## src/hw/rtl/rwlt_pkg.sv

```systemverilog
`timescale 1ns / 1ps

package rwlt_pkg;

    // request opcodes
    localparam logic [2:0] OP_OPEN         = 3'd0;
    localparam logic [2:0] OP_READ_LOCK    = 3'd1;
    localparam logic [2:0] OP_READ_UNLOCK  = 3'd2;
    localparam logic [2:0] OP_WRITE_LOCK   = 3'd3;
    localparam logic [2:0] OP_WRITE_UNLOCK = 3'd4;
    localparam logic [2:0] OP_CLOSE        = 3'd5;

    // result status codes
    localparam logic [2:0] ST_OK       = 3'd0;
    localparam logic [2:0] ST_EXISTS   = 3'd1;
    localparam logic [2:0] ST_NOTFOUND = 3'd2;
    localparam logic [2:0] ST_LOCKED   = 3'd3;
    localparam logic [2:0] ST_STATE    = 3'd4;
    localparam logic [2:0] ST_FULL     = 3'd5;

    // lock modes held per entry
    localparam logic [1:0] MODE_FREE  = 2'd0;
    localparam logic [1:0] MODE_READ  = 2'd1;
    localparam logic [1:0] MODE_WRITE = 2'd2;

    typedef struct packed {
        logic [2:0]  opcode;
        logic [63:0] handle;
    } req_t;

    typedef struct packed {
        logic       ok;
        logic [2:0] status;
    } rsp_t;

    // controller to datapath
    typedef struct packed {
        logic load;
        logic scan_en;
        logic commit;
    } dp_cmd_t;

    // datapath to controller
    typedef struct packed {
        logic scan_last;
    } dp_sts_t;

endpackage

```

## src/hw/rtl/rwlt_ctrl.sv

```systemverilog
`timescale 1ns / 1ps

module rwlt_ctrl
(
    input  logic              clk,
    input  logic              rst_n,
    input  logic              req_valid,
    output logic              req_ready,
    output logic              rsp_valid,
    input  logic              rsp_ready,
    output rwlt_pkg::dp_cmd_t cmd,
    input  rwlt_pkg::dp_sts_t sts
);

    typedef enum logic [1:0] {
        S_IDLE,
        S_SCAN,
        S_DRAIN,
        S_EXEC
    } state_t;

    state_t state_reg;
    state_t state_next;
    logic   rsp_valid_reg;
    logic   rsp_valid_next;
    logic   slot_free;

    // output slot can take a new item this cycle
    assign slot_free = !rsp_valid_reg || rsp_ready;

    // next state and commands
    always_comb
    begin
        state_next     = state_reg;
        rsp_valid_next = rsp_valid_reg && !rsp_ready;
        cmd            = '0;
        unique case (state_reg)
            S_IDLE:
            begin
                if (req_valid)
                begin
                    cmd.load   = 1'b1;
                    state_next = S_SCAN;
                end
            end
            S_SCAN:
            begin
                cmd.scan_en = 1'b1;
                if (sts.scan_last)
                begin
                    state_next = S_DRAIN;
                end
            end
            S_DRAIN:
            begin
                state_next = S_EXEC;
            end
            S_EXEC:
            begin
                if (slot_free)
                begin
                    cmd.commit     = 1'b1;
                    rsp_valid_next = 1'b1;
                    state_next     = S_IDLE;
                end
            end
            default:
            begin
                state_next = S_IDLE;
            end
        endcase
    end

    // state and registered outputs
    always_ff @(posedge clk or negedge rst_n)
    begin
        if (!rst_n)
        begin
            state_reg     <= S_IDLE;
            rsp_valid_reg <= 1'b0;
        end
        else
        begin
            state_reg     <= state_next;
            rsp_valid_reg <= rsp_valid_next;
        end
    end

    assign req_ready = (state_reg == S_IDLE);
    assign rsp_valid = rsp_valid_reg;

endmodule

```

## src/hw/rtl/rwlt_datapath.sv

```systemverilog
`timescale 1ns / 1ps

module rwlt_datapath
#(
    parameter int LOCK_ENTRIES = 16
)
(
    input  logic              clk,
    input  logic              rst_n,
    input  rwlt_pkg::req_t    req,
    output rwlt_pkg::rsp_t    rsp,
    input  rwlt_pkg::dp_cmd_t cmd,
    output rwlt_pkg::dp_sts_t sts
);

    localparam int IDX_W = (LOCK_ENTRIES > 1) ? $clog2(LOCK_ENTRIES) : 1;
    localparam logic [IDX_W-1:0] LAST_IDX = IDX_W'(LOCK_ENTRIES - 1);

    // key and mode storage, valid bits in flops
    logic [63:0]             key_mem [LOCK_ENTRIES];
    logic [1:0]              mode_mem [LOCK_ENTRIES];
    logic [LOCK_ENTRIES-1:0] valid_reg;

    rwlt_pkg::req_t   req_reg;
    rwlt_pkg::rsp_t   rsp_reg;
    logic [IDX_W-1:0] scan_cnt_reg;
    logic [63:0]      rd_key_reg;
    logic [1:0]       rd_mode_reg;
    logic             cmp_vld_reg;
    logic [IDX_W-1:0] cmp_idx_reg;
    logic             match_found_reg;
    logic [IDX_W-1:0] match_idx_reg;
    logic [1:0]       match_mode_reg;
    logic             free_found_reg;
    logic [IDX_W-1:0] free_idx_reg;

    logic             hit;
    logic             empty;
    rwlt_pkg::rsp_t   rsp_next;
    logic             wr_key_en;
    logic             wr_mode_en;
    logic [IDX_W-1:0] wr_idx;
    logic [1:0]       wr_mode;
    logic             set_valid;
    logic             clr_valid;
    logic [2:0]       status;

    assign sts.scan_last = (scan_cnt_reg == LAST_IDX);

    // request latch and scan counter
    always_ff @(posedge clk or negedge rst_n)
    begin
        if (!rst_n)
        begin
            scan_cnt_reg <= '0;
            cmp_vld_reg  <= 1'b0;
        end
        else
        begin
            cmp_vld_reg <= cmd.scan_en;
            if (cmd.load || (cmd.scan_en && sts.scan_last))
            begin
                scan_cnt_reg <= '0;
            end
            else if (cmd.scan_en)
            begin
                scan_cnt_reg <= scan_cnt_reg + 1'b1;
            end
        end
    end

    always_ff @(posedge clk)
    begin
        if (cmd.load)
        begin
            req_reg <= req;
        end
        cmp_idx_reg <= scan_cnt_reg;
    end

    // memory read port, one entry per cycle
    always_ff @(posedge clk)
    begin
        if (cmd.scan_en)
        begin
            rd_key_reg  <= key_mem[scan_cnt_reg];
            rd_mode_reg <= mode_mem[scan_cnt_reg];
        end
    end

    // compare stage
    assign hit   = cmp_vld_reg && valid_reg[cmp_idx_reg] && (rd_key_reg == req_reg.handle);
    assign empty = cmp_vld_reg && !valid_reg[cmp_idx_reg];

    // lowest matching entry and lowest empty slot
    always_ff @(posedge clk or negedge rst_n)
    begin
        if (!rst_n)
        begin
            match_found_reg <= 1'b0;
            free_found_reg  <= 1'b0;
        end
        else if (cmd.load)
        begin
            match_found_reg <= 1'b0;
            free_found_reg  <= 1'b0;
        end
        else
        begin
            if (hit && !match_found_reg)
            begin
                match_found_reg <= 1'b1;
            end
            if (empty && !free_found_reg)
            begin
                free_found_reg <= 1'b1;
            end
        end
    end

    always_ff @(posedge clk)
    begin
        if (hit && !match_found_reg)
        begin
            match_idx_reg  <= cmp_idx_reg;
            match_mode_reg <= rd_mode_reg;
        end
        if (empty && !free_found_reg)
        begin
            free_idx_reg <= cmp_idx_reg;
        end
    end

    // request decision
    always_comb
    begin
        status     = rwlt_pkg::ST_OK;
        wr_key_en  = 1'b0;
        wr_mode_en = 1'b0;
        wr_idx     = match_idx_reg;
        wr_mode    = rwlt_pkg::MODE_FREE;
        set_valid  = 1'b0;
        clr_valid  = 1'b0;
        case (req_reg.opcode)
            rwlt_pkg::OP_OPEN:
            begin
                wr_idx = free_idx_reg;
                if (match_found_reg)
                begin
                    status = rwlt_pkg::ST_EXISTS;
                end
                else if (!free_found_reg)
                begin
                    status = rwlt_pkg::ST_FULL;
                end
                else
                begin
                    wr_key_en  = 1'b1;
                    wr_mode_en = 1'b1;
                    set_valid  = 1'b1;
                end
            end
            rwlt_pkg::OP_CLOSE:
            begin
                clr_valid = match_found_reg;
            end
            rwlt_pkg::OP_READ_LOCK:
            begin
                if (!match_found_reg)
                begin
                    status = rwlt_pkg::ST_NOTFOUND;
                end
                else if (match_mode_reg == rwlt_pkg::MODE_WRITE)
                begin
                    status = rwlt_pkg::ST_LOCKED;
                end
                else
                begin
                    wr_mode_en = 1'b1;
                    wr_mode    = rwlt_pkg::MODE_READ;
                end
            end
            rwlt_pkg::OP_READ_UNLOCK:
            begin
                if (!match_found_reg)
                begin
                    status = rwlt_pkg::ST_NOTFOUND;
                end
                else if (match_mode_reg != rwlt_pkg::MODE_READ)
                begin
                    status = rwlt_pkg::ST_STATE;
                end
                else
                begin
                    wr_mode_en = 1'b1;
                end
            end
            rwlt_pkg::OP_WRITE_LOCK:
            begin
                if (!match_found_reg)
                begin
                    status = rwlt_pkg::ST_NOTFOUND;
                end
                else if (match_mode_reg == rwlt_pkg::MODE_READ ||
                         match_mode_reg == rwlt_pkg::MODE_WRITE)
                begin
                    status = rwlt_pkg::ST_LOCKED;
                end
                else
                begin
                    wr_mode_en = 1'b1;
                    wr_mode    = rwlt_pkg::MODE_WRITE;
                end
            end
            rwlt_pkg::OP_WRITE_UNLOCK:
            begin
                if (!match_found_reg)
                begin
                    status = rwlt_pkg::ST_NOTFOUND;
                end
                else if (match_mode_reg != rwlt_pkg::MODE_WRITE)
                begin
                    status = rwlt_pkg::ST_STATE;
                end
                else
                begin
                    wr_mode_en = 1'b1;
                end
            end
            default:
            begin
                status = rwlt_pkg::ST_STATE;
            end
        endcase
        rsp_next.ok     = (status == rwlt_pkg::ST_OK);
        rsp_next.status = status;
    end

    // table update on commit
    always_ff @(posedge clk)
    begin
        if (cmd.commit && wr_key_en)
        begin
            key_mem[wr_idx] <= req_reg.handle;
        end
        if (cmd.commit && wr_mode_en)
        begin
            mode_mem[wr_idx] <= wr_mode;
        end
        if (cmd.commit)
        begin
            rsp_reg <= rsp_next;
        end
    end

    always_ff @(posedge clk or negedge rst_n)
    begin
        if (!rst_n)
        begin
            valid_reg <= '0;
        end
        else if (cmd.commit)
        begin
            if (set_valid)
            begin
                valid_reg[wr_idx] <= 1'b1;
            end
            else if (clr_valid)
            begin
                valid_reg[wr_idx] <= 1'b0;
            end
        end
    end

    assign rsp = rsp_reg;

endmodule

```

## src/hw/rtl/rw_lock_table_top.sv

```systemverilog
`timescale 1ns / 1ps

// channel  | valid     | ready     | payload
// ---------+-----------+-----------+----------------------------
// request  | req_valid | req_ready | req (opcode, handle)
// result   | rsp_valid | rsp_ready | rsp (ok, status)
//
// each item passes an accept state, a scan through the key/mode memory
// read port at one entry per cycle, a compare drain state and an update
// state.
// reset clears all valid bits at once; no clearing pass is needed.
// a finished result waits in the output register while the next item is
// accepted; only the update cycle stalls until that register is free.

module rw_lock_table_top
#(
    parameter int LOCK_ENTRIES = 16
)
(
    input  logic           clk,
    input  logic           rst_n,
    input  logic           req_valid,
    output logic           req_ready,
    input  rwlt_pkg::req_t req,
    output logic           rsp_valid,
    input  logic           rsp_ready,
    output rwlt_pkg::rsp_t rsp
);

    rwlt_pkg::dp_cmd_t cmd;
    rwlt_pkg::dp_sts_t sts;

    rwlt_ctrl u_ctrl
    (
        .clk       (clk),
        .rst_n     (rst_n),
        .req_valid (req_valid),
        .req_ready (req_ready),
        .rsp_valid (rsp_valid),
        .rsp_ready (rsp_ready),
        .cmd       (cmd),
        .sts       (sts)
    );

    rwlt_datapath #(
        .LOCK_ENTRIES (LOCK_ENTRIES)
    ) u_datapath
    (
        .clk   (clk),
        .rst_n (rst_n),
        .req   (req),
        .rsp   (rsp),
        .cmd   (cmd),
        .sts   (sts)
    );

    // one item in flight: no accept right after an accept
    assert property (@(posedge clk) disable iff (!rst_n)
        req_valid && req_ready |=> !req_ready)
        else $error("request accepted while another item is in flight");

    // ok bit agrees with status
    assert property (@(posedge clk) disable iff (!rst_n)
        rsp_valid |-> (rsp.ok == (rsp.status == rwlt_pkg::ST_OK)))
        else $error("ok bit disagrees with status");

    // status always a defined code
    assert property (@(posedge clk) disable iff (!rst_n)
        rsp_valid |-> (rsp.status <= rwlt_pkg::ST_FULL))
        else $error("undefined status code");

    // a result never appears in the cycle after an accept
    assert property (@(posedge clk) disable iff (!rst_n)
        req_valid && req_ready && !rsp_valid |=> !rsp_valid)
        else $error("result produced without a table scan");

endmodule

```

## config.mk

```make
export PLATFORM = sky130hd
export DESIGN_NAME = rw_lock_table_top
export DESIGN_NICKNAME = d
export VERILOG_FILES = /design/src/hw/rtl/rwlt_pkg.sv /design/src/hw/rtl/rwlt_ctrl.sv /design/src/hw/rtl/rwlt_datapath.sv /design/src/hw/rtl/rw_lock_table_top.sv
export SDC_FILE = /design/constraint.sdc
export NUM_CORES = 1
export LEC_CHECK = 0
export BUFFER_PORTS_ARGS = -buffer_cell sky130_fd_sc_hd__buf_4
export CORE_MARGIN = 2
export CORE_UTILIZATION = 45
export DETAILED_ROUTE_END_ITERATION = 16
export PLACE_DENSITY_LB_ADDON = 0.3
export SYNTH_ARGS = -nofsm -noshare
export SYNTH_HDL_FRONTEND = slang
export SYNTH_SLANG_ARGS = --single-unit
```

## constraint.sdc

```tcl
create_clock -name clk -period 5.7 [get_ports clk]
set_input_delay 0.57 -clock clk [delete_from_list [all_inputs] [get_ports clk]]
set_output_delay 0.57 -clock clk [all_outputs]
set_load 0.01 [all_outputs]
```

* Yosys cells after proc, flatten, opt, wreduce, memory -nomap -nowiden
Memory sizes are Yosys's and may differ from the RTL's. A register that Yosys moved wholly into a read port is not among the register bits.
Index checks and enable logic that the tools add are counted.
** Word-level totals
- Bits in registers :: 111
- Memory bits (writable) :: 1056
- Memories kept :: 2
** Cells by class
- Add/sub/neg operators :: 1
- Magnitude comparators :: 3
- Equal/unequal tests :: 17
- Muxes and demuxes :: 57
- Bitwise logic cells :: 3
- Reduce and logical (&&, ||, !) cells :: 27
** Memories
- u_datapath.key_mem :: words 16, bits a word 64, rd ports 1, clocked after memory_dff 1, write ports 1, line rwlt_datapath.sv:20 : logic [63:0] key_mem [LOCK_ENTRIES];
- u_datapath.mode_mem :: words 16, bits a word 2, rd ports 1, clocked after memory_dff 1, write ports 1, line rwlt_datapath.sv:21 : logic [1:0] mode_mem [LOCK_ENTRIES];
** Operators by type and width (count)
- equality test 64 bit :: 1
- 2-to-1 mux 16 bit :: 2
- 2-to-1 mux 1 bit :: 30
- 2-to-1 mux 3 bit :: 8
- case mux 3 bit (6 select lines) :: 1
- AND 16 bit :: 1
- 2-to-1 mux 2 bit :: 8
- NOT 16 bit :: 1
- OR 16 bit :: 1
- 2-to-1 mux 4 bit :: 3
- logical AND 1 bit :: 10
- < comparator 4 x 5 -> 1 bit, second input constant :: 2
- case mux 2 bit (4 select lines) :: 1
- nonzero test 2 bit :: 4
- equality test 2 bit, second input constant :: 3
- equality test 3 x 2 -> 1 bit, second input constant :: 2
- equality test 3 bit, second input constant :: 2
- logical NOT 3 bit :: 2
- != test 2 x 1 -> 1 bit, second input constant :: 3
- logical NOT 1 bit :: 5
- case mux 1 bit (5 select lines) :: 1
- adder 4 x 1 -> 4 bit, second input constant :: 1
- binary-select mux 1 bit (select 4 bit) :: 1
- demux 1 bit (select 4 bit) :: 1
- 10 further kinds :: 14

* Longest topological paths before layout
- Depth after elaboration :: 10
- Mapped depth :: 8
- Depth with buffers taken out :: 7

* Modules after synthesis
Synthesis repeated with hierarchy kept, for this count alone.
** Unflattened totals
- Cell total of the unflattened synthesis :: 1967
- Area total of the unflattened synthesis :: 46880.0 um^2
** By module, submodules not included
- rwlt_datapath :: times used 1, cells each 1947, area an instance 46648.5 um^2, sequential area each 36780.3 um^2
- rwlt_ctrl :: times used 1, cells each 20, area an instance 231.5 um^2, sequential area each 75.1 um^2

* Worst setup path before layout
Ideal clock, no wire load.
- Path type :: register to register
- From :: reg u_datapath.req_reg[65] (netlist name)
- To :: mem u_datapath.key_mem[10][0], enable pin
- Setup time :: 0.487 ns
- Arrival time :: 4.331 ns
- Data required time :: 5.213 ns
- Setup slack :: 0.882 ns
- Cell stages (with the launch flop) :: 6
- Clock period less this slack :: 4.818 ns
- Cells stage by stage :: edfxtp_1 > buf_6 > nor3_4 > mux2i_1 > nand4_1 > nor2_1
** Between the ends
- Cells in the longest elaborated chain, start to end :: 5
- Elaborated cells between the ends (all ways) :: 6
- Classes of those cells :: mux: 4; reduce/logical: 2
** Ends and longest elaborated chain
- from (decl) :: line rwlt_datapath.sv:24 : rwlt_pkg::req_t req_reg;
- from (signal assigned) :: line rwlt_datapath.sv:76 : req_reg <= req;
- logical NOT 3 bit (*) :: line rwlt_datapath.sv:144 : case (req_reg.opcode)
- 2-to-1 mux 1 bit :: line rwlt_datapath.sv:144
- logical AND 1 bit :: line rwlt_datapath.sv:242 : if (cmd.commit && wr_key_en)
- 2-to-1 mux 1 bit :: line rwlt_datapath.sv:242
- 2-to-1 mux 1 bit (implied by the code) :: line rwlt_datapath.sv:244 : key_mem[wr_idx] <= req_reg.handle;
- to (decl) :: line rwlt_datapath.sv:20
Every way passes the cells marked *; elsewhere a longest branch is shown, timed or not.

* Final worst setup path
- From :: reg u_datapath.req_reg[65] (netlist name)
- To :: mem u_datapath.key_mem[0][48], enable pin
Same word-level chain as after synthesis.

==> results.md <==
Run status:
- The run finished with clean final reports.

Power:
- Per report_power, the sequential group accounts for 48.3% of the total.
- Summed over all nets, the switching power comes to 0.00625 W.
- The peak supply drop is 292 uV.
- Summed over all cells, the static leakage comes to 16.7 nW.
- Of the total power, the share spent switching nets is 26.1%.
- Summing internal, switching and leakage power gives 0.0239 W.
- The relative contribution of the clock network to total power is 33.4%.
- Dividing total power by cell area gives a power density of 443 nW/um2.
- The internal portion of total power is 0.0177 W.
- Combinational cells account for 18.3% of the total power.

Clock network:
- The post-cts gate resize count is 0.
- The number of setup buffers added after CTS is 0.
- Clock latency on the worst-skew pair, taken at its later pin, is 730 ps.
- Clock-pin slew was measured on the worst setup and hold paths at 60 ps.
- The number of clock sinks seen by CTS is 1233.
- The H-tree generated during clock tree synthesis spans 4 levels.
- The TritonCTS clock tree is yes.
- The total clock buffers created by CTS is 130.
- The cell chosen for the clock root is sky130_fd_sc_hd__clkbuf_16.
- The longest clock path from root to sink contains 3 buffers.

Die:
- During I/O placement, the number of pins put on the boundary was 77.
- The area of the die is 107000 um2.
- Measured along the y axis, the die boundary spans 327 um.
- The core area is 103000 um2.
- The number of placement rows is 118.
- The chip width is 327 um.
- Once the floorplan was initialized, standard cells occupied 45.3% of the core.

Yosys:
- The post-synthesis instance area is 46800 um2.
- The async set-or-reset flop fraction in the synthesized netlist is 2.11%.
- Synthesis handed over a netlist of 1967 instances.
- Yosys printed 0 warnings.
- Counting flops with a built-in enable in the synthesized netlist gives 1203.
- The synthesized netlist contains 45 unique library cells.
- The prevailing post-synth register cell is sky130_fd_sc_hd__edfxtp_1.
- The number of nets in the synthesized netlist is 2045.
- Each instance of the synthesized netlist takes up on average 23.8 um2.
- The sequential area share after synthesis is 78.7%.
- The number of synthesized register bits is 1233.

Min path:
- The path class of the tightest hold or removal check is input port to register.
- Counting instances, the worst hold path has a depth of 1.
- The worst hold path begins at req[59].
- The endpoint with the worst hold slack is u_datapath.req_reg[59]$_DFFE_PP_.

Setup path:
- The worst setup path is captured at a register.
- The setup path with the least slack is of type register to register.
- The startpoint identified for the worst register-to-register timing path is u_datapath.req_reg[65]$_DFFE_PP_.
- The reg2reg setup slack is 1830 ps.
- At the worst endpoint, the required time is 6100 ps.
- In this run the critical register-to-register path is captured at u_datapath.key_mem[0][48]$_DFFE_PP_.
- The largest fanout on the critical path is 26.
- For the worst setup path, the data arrival time is 4270 ps.
- The cell count of the worst reg-to-reg path is 5.
- The critical path starts at u_datapath.req_reg[65]$_DFFE_PP_.
- The startpoint class of the critical path is a register.

Global route:
- The via count of the first global-routing pass is 22000.
- The largest net degree at the start of global routing is 69.
- The initial antenna violation count is 2.
- The first-pass GRT wire length is 149 mm.
- For this run, the total global-route usage over all layers was measured as 19.3%.
- Summed over all layers, the global routing overflow is 0.

Route:
- The total detailed-routing wirelength is 101 mm.
- The count of antenna-violating nets left after detailed routing is 0.
- The post-detailed-route wirelength per cell is 27.4 um.
- The via count is 21300.
- The number of design rule violations left after detail routing is 0.
- For this block, the initial DRC count from the detailed router was 2518.
- The via count normalized by instance count is 5.79.
- The first-pass detailed-route iteration total is 6.

Placement:
- Routability-driven placement finished with a final weighted congestion of 0.803.
- The count of buffers added on input and output ports is 76.
- The pre-CTS setup slack is 1820 ps.
- The total half-perimeter wirelength after legalization and detailed placement is 54.1 mm.
- The placed instances occupy a cell area of 49400 um2.

Finish:
- The most common cell after layout, fill and taps aside is sky130_fd_sc_hd__edfxtp_1.
- Of the cells placed in the final design, the portion with a size suffix greater than 1 is 28.9%.
- After routing the design area is 54100 um2.
- The signed area change from the synthesized netlist to the final layout is 15.4%.
- The sequential standard cell area is 36900 um2.
- The area of the multi-input gates is 9660 um2.
- The number of filler cells placed in the layout is 7925.
- In the final design database the tool counted 2270 nets.
- In the layout the commonest cells are sky130_fd_sc_hd__edfxtp_1, sky130_fd_sc_hd__mux4_2, sky130_fd_sc_hd__clkbuf_16.
- The number of flip-flops in the largest register is 1024.

Timing:
- In the final timing run, aggregate negative setup slack is 0 ps.
- The slew at the pin with the worst max-slew slack is 1140 ps.
- Dividing the final minimum period by the clock period gives 67.8%.
- In this run the tightest slew margin relative to its limit is 23.7%.
- The maximum clock frequency is 259 MHz.
- The number of max-slew violations in the final report is 0.
- Setup repair after global routing left no endpoint under its margin.
- Across all setup checks in the final design, the least slack found is 1830 ps.
- The final hold violation count was 0.
- The number of endpoints failing setup at the final stage is 0.
- Between clock sinks in the finished design, the worst skew comes to 27.6 ps.
- The minimum clock period after layout is 3870 ps.

Flow run:
- The max capacitance violation total is 0.
-- routing by layer --
layer	track usage [%]	wire, um	up-vias
met5	0	13	-
met4	6.64	2870	2
met3	3.66	6250	186
met2	29.8	48200	743
met1	27.8	43400	11500
li1	-	-	8859
-- power by group through the flow --
stage | Combinational, W | Sequential (W) | Clock, W
after floorplan | 0.00345 | 0.0113 | 0
after global placement | 0.00436 | 0.0117 | 0
after detailed placement | 0.00441 | 0.0118 | 0
after CTS | 0.00446 | 0.0116 | 0.00816
after global routing | 0.00467 | 0.0117 | 0.00848
final | 0.00438 | 0.0116 | 0.00800
-- through the flow --
stage	util, %	hold WS (ps)	std cells
floorplan	-	274	1967
global placement	47.8	411	3380
detailed placement	47.8	408	3380
CTS	52.3	1.15	3674
global route	52.3	13.0	3674
finish	52.3	41.9	3675
-- worst max path at each step --
| stage | endpoint | slack (ps) | cells past startpoint |
|---|---|---|---|
| 5_1_grt | u_datapath.key_mem[1][51]$_DFFE_PP_ | 1620 | 5 |
| 6_report | u_datapath.key_mem[0][48]$_DFFE_PP_ | 1830 | 5 |
| 3_5_place_dp | u_datapath.key_mem[0][36]$_DFFE_PP_ | 1820 | 5 |
| 2_1_floorplan | u_datapath.key_mem[10][0]$_DFFE_PP_ | 880 | 5 |
| 3_3_place_gp | u_datapath.key_mem[0][36]$_DFFE_PP_ | 1950 | 5 |
| 4_1_cts | u_datapath.key_mem[0][48]$_DFFE_PP_ | 1800 | 5 |
-- final cells by class --
class,count,share of cell area [%]
clock inverters,72,1.06
multi-input cells,635,17.9
clock buffers,162,6.40
diodes,1,0.00463
inverters,13,0.0903
flip-flops and latches,1233,68.2
well taps,1380,3.19
repair buffers,179,3.18
-- synth_stat cells (all sizes together), types with 2 or more instances --
cell    number  share of area [%]
mux2        15               0.38
xnor2       51               0.95
nor3         6               0.11
dfrtp       26                1.4
clkbuf      45               0.36
mux2i        6               0.13
mux4       334                 16
nor4        10               0.13
ha           7               0.19
dfxtp        4               0.17
buf         41               0.51
nand3b       2              0.032
nor2        46               0.37
nand2b      28               0.37
nand2       22               0.18
o21ai       25               0.27
a21oi        7              0.075
or4          2              0.032
nand4       46               0.61
nand3        6              0.064
edfxtp    1203                 77
o32a         2              0.043
or3          4              0.053
inv         13               0.10
and3         2              0.027
-- critical path, stage by stage, from the launching register on --
cell and delay, ps:
sky130_fd_sc_hd__edfxtp_1 630, sky130_fd_sc_hd__or3_1 520, sky130_fd_sc_hd__nor3_4 300, sky130_fd_sc_hd__nand2_2 620, sky130_fd_sc_hd__nor2_4 1040, sky130_fd_sc_hd__buf_4 390
-- what timing repair did --
item / in CTS / in global routing
hold endpoints to repair: 85 / 0
setup endpoints to repair: 0 / 0
hold buffers: 60 / 0
-- kinds of logic after synthesis --
kind of cell,Yosys count,share of synthesized area (%)
xor gates and xnor gates,52,0.972
adders and majority gates,7,0.187
DFF,1233,78.7
muxes,355,16.6
buffers and inverters,99,0.978
AOI/OAI and AO/OA,44,0.561
and+or+nand+nor,177,2.04
Note: power is estimated with default switching activity, not from simulation.
